===== config.mk =====
export PLATFORM = sky130hd
export DESIGN_NAME = sha1_hash_engine
export DESIGN_NICKNAME = d
export VERILOG_FILES = /design/src/sha1_pkg.sv /design/src/sha1_hash_engine.sv
export VERILOG_INCLUDE_DIRS = /design/src /design/src/src
export SDC_FILE = /design/constraint.sdc
export NUM_CORES = 2
export LEC_CHECK = 0
export ABC_CLOCK_PERIOD_IN_PS = 26800
export BUFFER_PORTS_ARGS = -buffer_cell sky130_fd_sc_hd__buf_4
export CORE_MARGIN = 10
export CORE_UTILIZATION = 59
export DETAILED_ROUTE_END_ITERATION = 8
export GPL_TIMING_DRIVEN = 0
export PLACE_DENSITY = 0.75
export SLEW_MARGIN = 40
export SYNTH_ARGS = -nofsm -noshare
export SYNTH_HDL_FRONTEND = slang
export SYNTH_SLANG_ARGS = --single-unit
export TNS_END_PERCENT = 1

===== constraint.sdc =====
create_clock -name clk -period 26.8 [get_ports clk]
set_input_delay 2.68 -clock clk [delete_from_list [all_inputs] [get_ports clk]]
set_output_delay 2.68 -clock clk [all_outputs]
set_load 0.01 [all_outputs]

===== src/sha1_hash_engine_assert.svh =====
// assertion macros shared by the sha1 engine rtl
// depends on nothing; included by the top level
`ifndef SHA1_HASH_ENGINE_ASSERT_SVH
`define SHA1_HASH_ENGINE_ASSERT_SVH
// implication checked every clock outside reset
`define SHA_ASSERT_IMP(label, ante, cons) \
  label: assert property (@(posedge clk) disable iff (!rst_n) (ante) |-> (cons)) \
    else $error("assertion failed");
// next-cycle implication
`define SHA_ASSERT_NXT(label, ante, cons) \
  label: assert property (@(posedge clk) disable iff (!rst_n) (ante) |=> (cons)) \
    else $error("assertion failed");
`endif


===== src/sha1_pkg.sv =====
// sha1 package: constants, state enum and round helpers
// no dependencies
`default_nettype none
package sha1_pkg;
  localparam logic [31:0] IV0 = 32'h67452301;
  localparam logic [31:0] IV1 = 32'hEFCDAB89;
  localparam logic [31:0] IV2 = 32'h98BADCFE;
  localparam logic [31:0] IV3 = 32'h10325476;
  localparam logic [31:0] IV4 = 32'hC3D2E1F0;
  localparam logic [31:0] K0 = 32'h5A827999;
  localparam logic [31:0] K1 = 32'h6ED9EBA1;
  localparam logic [31:0] K2 = 32'h8F1BBCDC;
  localparam logic [31:0] K3 = 32'hCA62C1D6;
  localparam logic [7:0] PAD_BYTE = 8'h80;
  localparam logic FUNC_ABSORB = 1'b0;
  localparam logic FUNC_FINISH = 1'b1;

  typedef enum logic [2:0] {
    ST_IDLE, ST_PAD, ST_LOAD, ST_ROUND, ST_FOLD, ST_EMIT
  } state_t;

  function automatic logic [31:0] iv_word(input logic [2:0] i);
    case (i)
      3'd0: iv_word = IV0;
      3'd1: iv_word = IV1;
      3'd2: iv_word = IV2;
      3'd3: iv_word = IV3;
      default: iv_word = IV4;
    endcase
  endfunction

  function automatic logic [31:0] round_f(input logic [6:0] t, input logic [31:0] b,
                                          input logic [31:0] c, input logic [31:0] d);
    if (t < 7'd20) round_f = (b & c) | (~b & d);
    else if (t < 7'd40) round_f = b ^ c ^ d;
    else if (t < 7'd60) round_f = (b & c) | (b & d) | (c & d);
    else round_f = b ^ c ^ d;
  endfunction

  function automatic logic [31:0] round_k(input logic [6:0] t);
    if (t < 7'd20) round_k = K0;
    else if (t < 7'd40) round_k = K1;
    else if (t < 7'd60) round_k = K2;
    else round_k = K3;
  endfunction
endpackage
`default_nettype wire


===== src/sha1_hash_engine.sv =====
// sha1_hash_engine: streaming SHA-1 hasher, top level
// depends on sha1_pkg and sha1_hash_engine_assert.svh
//
// usage:
//  - input channel in_valid/in_stall carries in_func and in_data_byte. an absorb
//    transfer stores one byte; a finish transfer pads the message and emits the
//    digest. a transfer completes when valid is high and stall is low.
//  - result channel out_valid/out_stall carries five digest words, index 0..4,
//    the fifth with out_last_word set. out_valid holds with its payload while
//    out_stall is high; the engine waits in the emit phase until each is taken.
//  - the message schedule lives in a 16 x 32 memory with a registered read;
//    each round reads w[t-3], w[t-8], w[t-14], w[t] one after another and
//    writes the new w back, as there is only one memory read port.
//  - an absorb byte is stored without stalling except the 64th, which starts
//    compression: a load step, 80 rounds and a fold, with in_stall high throughout.
//  - finish: padding up to 64 bytes, one or two compressions, then 5 word
//    transfers.
//  - one item at a time; in_stall is high whenever the engine is busy.
//  - reset loads the standard initial chaining values and clears the count;
//    after a digest the engine returns to that same state.
`default_nettype none
module sha1_hash_engine import sha1_pkg::*; (
  input  wire logic        clk,
  input  wire logic        rst_n,
  input  wire logic        in_valid,
  output logic             in_stall,
  input  wire logic        in_func,
  input  wire logic [7:0]  in_data_byte,
  output logic             out_valid,
  input  wire logic        out_stall,
  output logic [31:0]      out_digest_word,
  output logic [2:0]       out_word_index,
  output logic             out_last_word
);
  // schedule memory, one write and one registered read per cycle
  logic [31:0] wmem [16];
  logic        we;
  logic [3:0]  waddr, raddr;
  logic [31:0] wdata, rdata_r;

  always_ff @(posedge clk) begin
    if (we) wmem[waddr] <= wdata;
    rdata_r <= wmem[raddr];
  end

  state_t state_r, state_nxt;
  logic [60:0] cnt_r;
  logic [31:0] word_r;         // byte packing register
  logic [31:0] cv_r [5];
  logic [31:0] a_r, b_r, c_r, d_r, e_r;
  logic [6:0]  t_r;            // round number
  logic [1:0]  ph_r;           // phase within a round
  logic [31:0] x_r;            // schedule xor accumulator
  logic        fin_r;          // compressing for a finish
  logic        two_r;          // finish needs a second block
  logic [63:0] bits_r;         // latched bit length
  logic [5:0]  pidx_r;         // padding byte index
  logic [2:0]  oi_r;

  wire in_xfer  = in_valid && !in_stall;
  wire out_xfer = out_valid && !out_stall;
  wire [5:0] idx = cnt_r[5:0];

  // byte written during pad phase; the 0x80 marker sits at the count position
  // of the first pad block, the length field ends the last one
  logic [7:0] pad_b;
  always_comb begin
    if (pidx_r >= 6'd56 && !two_r) pad_b = bits_r[8'd63 - {2'b0, pidx_r[2:0], 3'b0} -: 8];
    else if (pidx_r == idx) pad_b = PAD_BYTE;
    else pad_b = 8'h00;
  end

  always_comb begin
    state_nxt = state_r;
    unique case (state_r)
      ST_IDLE: if (in_xfer) begin
        if (in_func == FUNC_FINISH) state_nxt = ST_PAD;
        else if (idx == 6'd63) state_nxt = ST_LOAD;
      end
      ST_PAD: if (pidx_r == 6'd63) state_nxt = ST_ROUND;
      ST_LOAD: state_nxt = ST_ROUND;
      ST_ROUND: if (t_r == 7'd79 && ph_r == 2'd3) state_nxt = ST_FOLD;
      ST_FOLD: begin
        if (!fin_r) state_nxt = ST_IDLE;
        else if (two_r) state_nxt = ST_PAD;
        else state_nxt = ST_EMIT;
      end
      ST_EMIT: if (out_xfer && oi_r == 3'd4) state_nxt = ST_IDLE;
      default: state_nxt = ST_IDLE;
    endcase
  end

  always_comb begin
    in_stall = (state_r != ST_IDLE);
    out_valid = (state_r == ST_EMIT);
  end

  assign out_digest_word = cv_r[oi_r];
  assign out_word_index  = oi_r;
  assign out_last_word   = (oi_r == 3'd4);

  // round datapath; phases 0..2 issue w[t-8], w[t-14], w[t], phase 3 issues
  // w[t-3] of the next round, so phase 3 sees w[t] with the xor of the others
  logic [3:0] t4;
  assign t4 = t_r[3:0];
  always_comb begin
    case (ph_r)
      2'd0: raddr = t4 - 4'd8;
      2'd1: raddr = t4 - 4'd14;
      2'd2: raddr = t4;
      default: raddr = t4 - 4'd2;
    endcase
  end

  logic [31:0] wt, wnew, sum;
  always_comb begin
    wnew = x_r ^ rdata_r;
    wnew = {wnew[30:0], wnew[31]};
    wt = (t_r < 7'd16) ? rdata_r : wnew;
    sum = {a_r[26:0], a_r[31:27]} + round_f(t_r, b_r, c_r, d_r) + e_r
          + round_k(t_r) + wt;
  end

  // memory write port
  always_comb begin
    we = 1'b0;
    waddr = idx[5:2];
    wdata = {word_r[23:0], in_data_byte};
    if (state_r == ST_IDLE && in_xfer && in_func == FUNC_ABSORB) begin
      we = (idx[1:0] == 2'd3);
    end else if (state_r == ST_PAD) begin
      waddr = pidx_r[5:2];
      wdata = {word_r[23:0], pad_b};
      we = (pidx_r[1:0] == 2'd3);
    end else if (state_r == ST_ROUND && ph_r == 2'd3 && t_r >= 7'd16) begin
      waddr = t4;
      wdata = wnew;
      we = 1'b1;
    end
  end

  always_ff @(posedge clk) begin
    if (!rst_n) begin
      state_r <= ST_IDLE;
      cnt_r <= '0;
      fin_r <= 1'b0;
      two_r <= 1'b0;
      oi_r <= '0;
      t_r <= '0;
      ph_r <= '0;
      pidx_r <= '0;
      for (int i = 0; i < 5; i++) cv_r[i] <= iv_word(3'(i));
    end else begin
      state_r <= state_nxt;
      unique case (state_r)
        ST_IDLE: if (in_xfer) begin
          if (in_func == FUNC_ABSORB) begin
            word_r <= {word_r[23:0], in_data_byte};
            cnt_r <= cnt_r + 61'd1;
            fin_r <= 1'b0;
          end else begin
            bits_r <= {cnt_r, 3'b000};
            fin_r <= 1'b1;
            two_r <= (idx >= 6'd56);
            pidx_r <= idx;
            word_r <= (idx[1:0] == 2'd0) ? 32'h0 : word_r;
          end
          t_r <= '0;
          ph_r <= '0;
        end
        ST_PAD: begin
          word_r <= {word_r[23:0], pad_b};
          pidx_r <= pidx_r + 6'd1;
          if (pidx_r == 6'd63) begin
            a_r <= cv_r[0]; b_r <= cv_r[1]; c_r <= cv_r[2];
            d_r <= cv_r[3]; e_r <= cv_r[4];
          end
        end
        ST_LOAD: begin
          a_r <= cv_r[0]; b_r <= cv_r[1]; c_r <= cv_r[2];
          d_r <= cv_r[3]; e_r <= cv_r[4];
        end
        ST_ROUND: begin
          ph_r <= ph_r + 2'd1;
          if (ph_r == 2'd0) x_r <= rdata_r;
          else if (ph_r != 2'd3) x_r <= x_r ^ rdata_r;
          if (ph_r == 2'd3) begin
            e_r <= d_r; d_r <= c_r; c_r <= {b_r[1:0], b_r[31:2]};
            b_r <= a_r; a_r <= sum;
            t_r <= t_r + 7'd1;
          end
        end
        ST_FOLD: begin
          cv_r[0] <= cv_r[0] + a_r; cv_r[1] <= cv_r[1] + b_r;
          cv_r[2] <= cv_r[2] + c_r; cv_r[3] <= cv_r[3] + d_r;
          cv_r[4] <= cv_r[4] + e_r;
          t_r <= '0;
          ph_r <= '0;
          if (two_r) begin
            two_r <= 1'b0;
            fin_r <= 1'b1;
            pidx_r <= '0;
          end
          oi_r <= '0;
        end
        ST_EMIT: if (out_xfer) begin
          oi_r <= oi_r + 3'd1;
          if (oi_r == 3'd4) begin
            for (int i = 0; i < 5; i++) cv_r[i] <= iv_word(3'(i));
            cnt_r <= '0;
            fin_r <= 1'b0;
          end
        end
        default: ;
      endcase
    end
  end

  `include "sha1_hash_engine_assert.svh"
  `SHA_ASSERT_IMP(a_stall_busy, state_r != ST_IDLE, in_stall)
  `SHA_ASSERT_IMP(a_out_emit, out_valid, state_r == ST_EMIT && oi_r <= 3'd4)
  `SHA_ASSERT_NXT(a_hold, out_valid && out_stall, out_valid && $stable(out_word_index))
  `SHA_ASSERT_NXT(a_last_idle, out_xfer && out_last_word, state_r == ST_IDLE && cnt_r == '0)
endmodule
`default_nettype wire


==> results.txt <==
OpenSTA, run right after detailed placement, puts the worst setup slack at approximately 19 ns. The number of enable flip-flop cells after synthesis is approximately 950. The remaining global-route overflow is 0.

In the synthesized netlist, the number of instances is 4555. The final setup skew came out at approximately 0.057 ns. Fill cells in the final layout number between 6000 and 7000. The count of final hold-check violations is 0. The number of nets still failing antenna checks after routing came out at 0.

The share of async-settable or async-resettable flops after synthesis is 0%. The total nets after synthesis is roughly 5000. The worst-path maximum fanout came out at 10. The violation count after the first detailed-route iteration is 4846. The worst ir drop on vdd came out at ~80 uV. The distinct cell type count after synthesis came out at about 90. The finished cells cover ~64000 um^2. The region available for standard cell placement spans between 90000 and 100000 um^2.

The power per standard cell area is around 85 nW/um^2. The horizontal die dimension is roughly 330 um. The min-delay analysis places its worst path in the category reg -> reg. The timing startpoint of the critical path is t_r[3]$_SDFFE_PN0P_. The vertical die dimension is 329 um.

The number of max-cap violations is 0. The clock-pin slew on the worst setup and hold paths is 0.06 ns. In this run the tightest slew margin relative to its limit is between 30 and 40%. Among all flip-flop cells after synthesis, the most frequent one is sky130_fd_sc_hd__edfxtp_1. In the post-route analysis, the smallest setup slack over all paths is a little under 20 ns.

The leakage power total is ~23 nW. The wire length of the first global-routing pass is ~250000 um. The post-route netlist has 13.4% of its cells at a drive strength greater than 1. The final max-slew violation count was 0. The maximum clock rate came out at around 130 MHz. In the detailed route, the total length drawn on met3 is roughly 17000 um. The number of buffers inserted by port buffering is between 40 and 50. Entering global routing, the biggest net connects 37 pins.

The critical path ends at a_r[29]$_DFFE_PP_. The number of clock buffers inserted by TritonCTS is between 100 and 150. Setup repair after global routing left no endpoint under its margin. The number of cells on the worst reg-to-reg path is 22.

Global routing used 31.5% of the available tracks across all layers. The remaining design rule violation count is 0. The mean instance size in the synthesized netlist is about 12 um^2. The post-route clock period utilization came out at about 28%. During synthesis, Yosys emitted a total of 0 warnings. The routed wire length came out at about 170000 um. In this run the number of H-tree levels came out at 3. The data arrival time of the critical path is a little over 8 ns.

Compared with the post-synthesis result, the final layout area differs by 13.0%. The tree is rooted in a sky130_fd_sc_hd__clkbuf_16. The worst setup path is captured at a flop. The post-cts sizing count is 0. The congestion estimate from routability-driven global placement came to roughly 0.96. Pin placement for this block handled ~50 I/O pins. The final critical path time including I/O delays and setup is approximately 7.5 ns.

The utilization after layout is between 60% and 70%. The endpoint identified for the worst register-to-register timing path is a_r[29]$_DFFE_PP_. The storage element area came out at between 30000 and 40000 um^2. Counting every sink on the clock net gives between 1000 and 1500. For the worst setup path, the data required time is around 27 ns. The detailed-route wire length on metal 1 came out at between 60000 and 70000 um. The placed cell area came out at roughly 60000 um^2. The number of buffers inserted by post-CTS setup repair is 0.

Synthesis inferred about 1100 register bits. The area of the die came out at around 110000 um^2. The via count of the first global-routing pass is approximately 40000. The number of hold-repair buffers added at the cts stage is 0.

The number of iterations in the first detailed-routing pass is 6. The clock reaches the later pin of the worst-skew pair after between 0.7 and 0.8 ns. The detailed router used layers up to and including met5.

The startpoint identified for the worst hold timing path is cnt_r[17]$_SDFFE_PN0P_. The vias per cell is between 6 and 7. No sink is reached through more buffers than the 3 on the longest clock path. The worst setup path is of the reg -> reg kind. Setup violations remaining at the end of the flow were counted as 0. The area of the mapped netlist is approximately 56000 um^2. The met2 routed wirelength is a little over 80000 um. Setup total negative slack on the finished layout was measured at 0 ns.

The startpoint of the most critical register-to-register path is t_r[3]$_SDFFE_PN0P_. The run finished with clean final reports. The area of the multi-input gates came out at approximately 24000 um^2. The initial standard-cell utilization of the core came out at roughly 60%. The average wire per standard cell came out at 27.9 um. Final hold analysis gives a worst-case slack of ~0.43 ns. TritonCTS built the clock tree. The portion of the post-synthesis area used by sequential elements came out at approximately 55%. After legalization and detailed placement, the total HPWL measured roughly 120000 um. The worst-margin pin slew came out at 0.990 ns.

The number of cells on the worst hold path came out at 0. The number of antenna violations at the first check in global routing came out at 6. The number of nets in the layout came out at a little over 5000. The worst reg-to-reg setup slack is 19.32 ns. The count of vias placed by the detailed router came out at about 40000. The kind of start point of the critical path is a flop. The number of cell rows is about 110.
## critical path: stages, from the launching register on
cell and delay, ns:
sky130_fd_sc_hd__dfxtp_1 0.30, sky130_fd_sc_hd__clkbuf_1 0.28, sky130_fd_sc_hd__a41oi_2 0.68, sky130_fd_sc_hd__nand2_1 0.61, sky130_fd_sc_hd__inv_1 0.20, sky130_fd_sc_hd__clkbuf_1 0.67
sky130_fd_sc_hd__clkbuf_2 0.63, sky130_fd_sc_hd__a221oi_1 0.24, sky130_fd_sc_hd__fa_1 0.50, sky130_fd_sc_hd__fa_1 0.52, sky130_fd_sc_hd__inv_1 0.05, sky130_fd_sc_hd__ha_1 0.23
sky130_fd_sc_hd__inv_1 0.08, sky130_fd_sc_hd__fa_1 0.21, sky130_fd_sc_hd__nor2b_1 0.07, sky130_fd_sc_hd__o31ai_2 0.31, sky130_fd_sc_hd__a21oi_1 0.15, sky130_fd_sc_hd__o211ai_1 0.35
sky130_fd_sc_hd__o21ai_1 0.18, sky130_fd_sc_hd__o221a_2 0.34, sky130_fd_sc_hd__a32o_1 0.28, sky130_fd_sc_hd__or3_1 0.34, sky130_fd_sc_hd__nand3_1 0.11
## flip-flops by register name (all words and copies together) (netlist names), 61 cells and up, named ones only
signal	flops
wmem	512
cv_r	160
bits_r	61
cnt_r	61
## stage by stage
step	power, mW	cells
after floorplan	3.30	4555
after global placement	3.77	5867
after detailed placement	3.80	5928
after CTS	5.39	6131
after global routing	5.64	6132
final	5.42	6136
## layout make-up
type / count / area share [%]
Inverter: 268 / 1.58
Tap cell: 1265 / 2.49
Clock buffer: 147 / 4.77
Clock inverter: 56 / 1.11
Sequential cell: 1068 / 48.6
Multi-Input combinational cell: 3033 / 37.7
Buffer: 186 / 1.26
Timing Repair Buffer: 109 / 2.45
Antenna cell: 4 / 0.0158
## layer usage
metal	vias up	global-route usage (%)
li1	17200	-
met1	19500	39.3
met2	2375	50.4
met3	547	6.81
met4	10	18.8
met5	-	0
## synthesized netlist by cell type (8+ instances only)
master,n,area [um^2]
sky130_fd_sc_hd__o2111ai_1,8,70.1
sky130_fd_sc_hd__o22ai_1,11,68.8
sky130_fd_sc_hd__nor2b_1,23,144
sky130_fd_sc_hd__nand2b_1,49,307
sky130_fd_sc_hd__nor3b_1,8,60.1
sky130_fd_sc_hd__o21ai_0,205,1030
sky130_fd_sc_hd__a21boi_0,13,97.6
sky130_fd_sc_hd__dfxtp_1,119,2380
sky130_fd_sc_hd__o31ai_1,9,67.6
sky130_fd_sc_hd__a221o_1,20,200
sky130_fd_sc_hd__mux2i_1,51,510
sky130_fd_sc_hd__buf_1,27,101
sky130_fd_sc_hd__and3_1,44,275
sky130_fd_sc_hd__nor2_1,287,1080
sky130_fd_sc_hd__or3_1,32,200
sky130_fd_sc_hd__fa_1,126,2520
sky130_fd_sc_hd__nand2_1,636,2390
sky130_fd_sc_hd__nand3_1,57,285
sky130_fd_sc_hd__o221ai_1,14,123
sky130_fd_sc_hd__buf_2,9,45.0
sky130_fd_sc_hd__o21ai_1,19,95.1
sky130_fd_sc_hd__a31oi_1,57,357
sky130_fd_sc_hd__o21a_1,29,218
sky130_fd_sc_hd__mux2_2,32,360
sky130_fd_sc_hd__and2_1,68,425
sky130_fd_sc_hd__nor3_1,65,325
sky130_fd_sc_hd__xor2_1,89,780
sky130_fd_sc_hd__mux4_2,173,3900
sky130_fd_sc_hd__clkbuf_1,146,548
sky130_fd_sc_hd__xnor2_1,166,1450
sky130_fd_sc_hd__a21oi_1,178,891
sky130_fd_sc_hd__inv_1,267,1000
sky130_fd_sc_hd__edfxtp_1,949,28500
sky130_fd_sc_hd__a221oi_1,9,78.8
sky130_fd_sc_hd__ha_1,203,2540
sky130_fd_sc_hd__a21o_1,114,856
sky130_fd_sc_hd__a211oi_1,55,413
sky130_fd_sc_hd__nand4_1,34,213
sky130_fd_sc_hd__or2_2,11,68.8
sky130_fd_sc_hd__o21bai_1,21,158
sky130_fd_sc_hd__o211ai_1,13,97.6
## where the power goes
part           leakage, nW  internal (mW)  switching, mW
combinational         11.9          0.685           1.08
sequential            9.35           1.97         0.0762
clock                 1.81          0.914          0.688
## cell usage in the layout (no fill, tap or decap), types with 114 or more instances in the layout
cell type,instances
sky130_fd_sc_hd__a21o_1,114
sky130_fd_sc_hd__a21oi_1,151
sky130_fd_sc_hd__clkbuf_1,130
sky130_fd_sc_hd__dfxtp_1,119
sky130_fd_sc_hd__edfxtp_1,949
sky130_fd_sc_hd__fa_1,126
sky130_fd_sc_hd__ha_1,203
sky130_fd_sc_hd__inv_1,267
sky130_fd_sc_hd__mux4_2,173
sky130_fd_sc_hd__nand2_1,636
sky130_fd_sc_hd__nor2_1,268
sky130_fd_sc_hd__o21ai_0,185
sky130_fd_sc_hd__xnor2_1,166
## worst min path at each step
stage / end
finish: bits_r[20]$_DFFE_PP_
global route: bits_r[5]$_DFFE_PP_
detailed placement: bits_r[5]$_DFFE_PP_
CTS: bits_r[5]$_DFFE_PP_
global placement: bits_r[20]$_DFFE_PP_
floorplan: bits_r[6]$_DFFE_PP_
## kinds of logic after synthesis
kind of cell,share of synthesized area [%]
AO/OA/AOI/OAI,9.80
XOR/XNOR,3.97
adder cells (fa/ha/maj),9.00
buffers and inverters,3.08
flip-flops,54.9
multiplexers,8.48
AND/OR/NAND/NOR,10.8
Note: power is estimated with default switching activity, not from simulation.
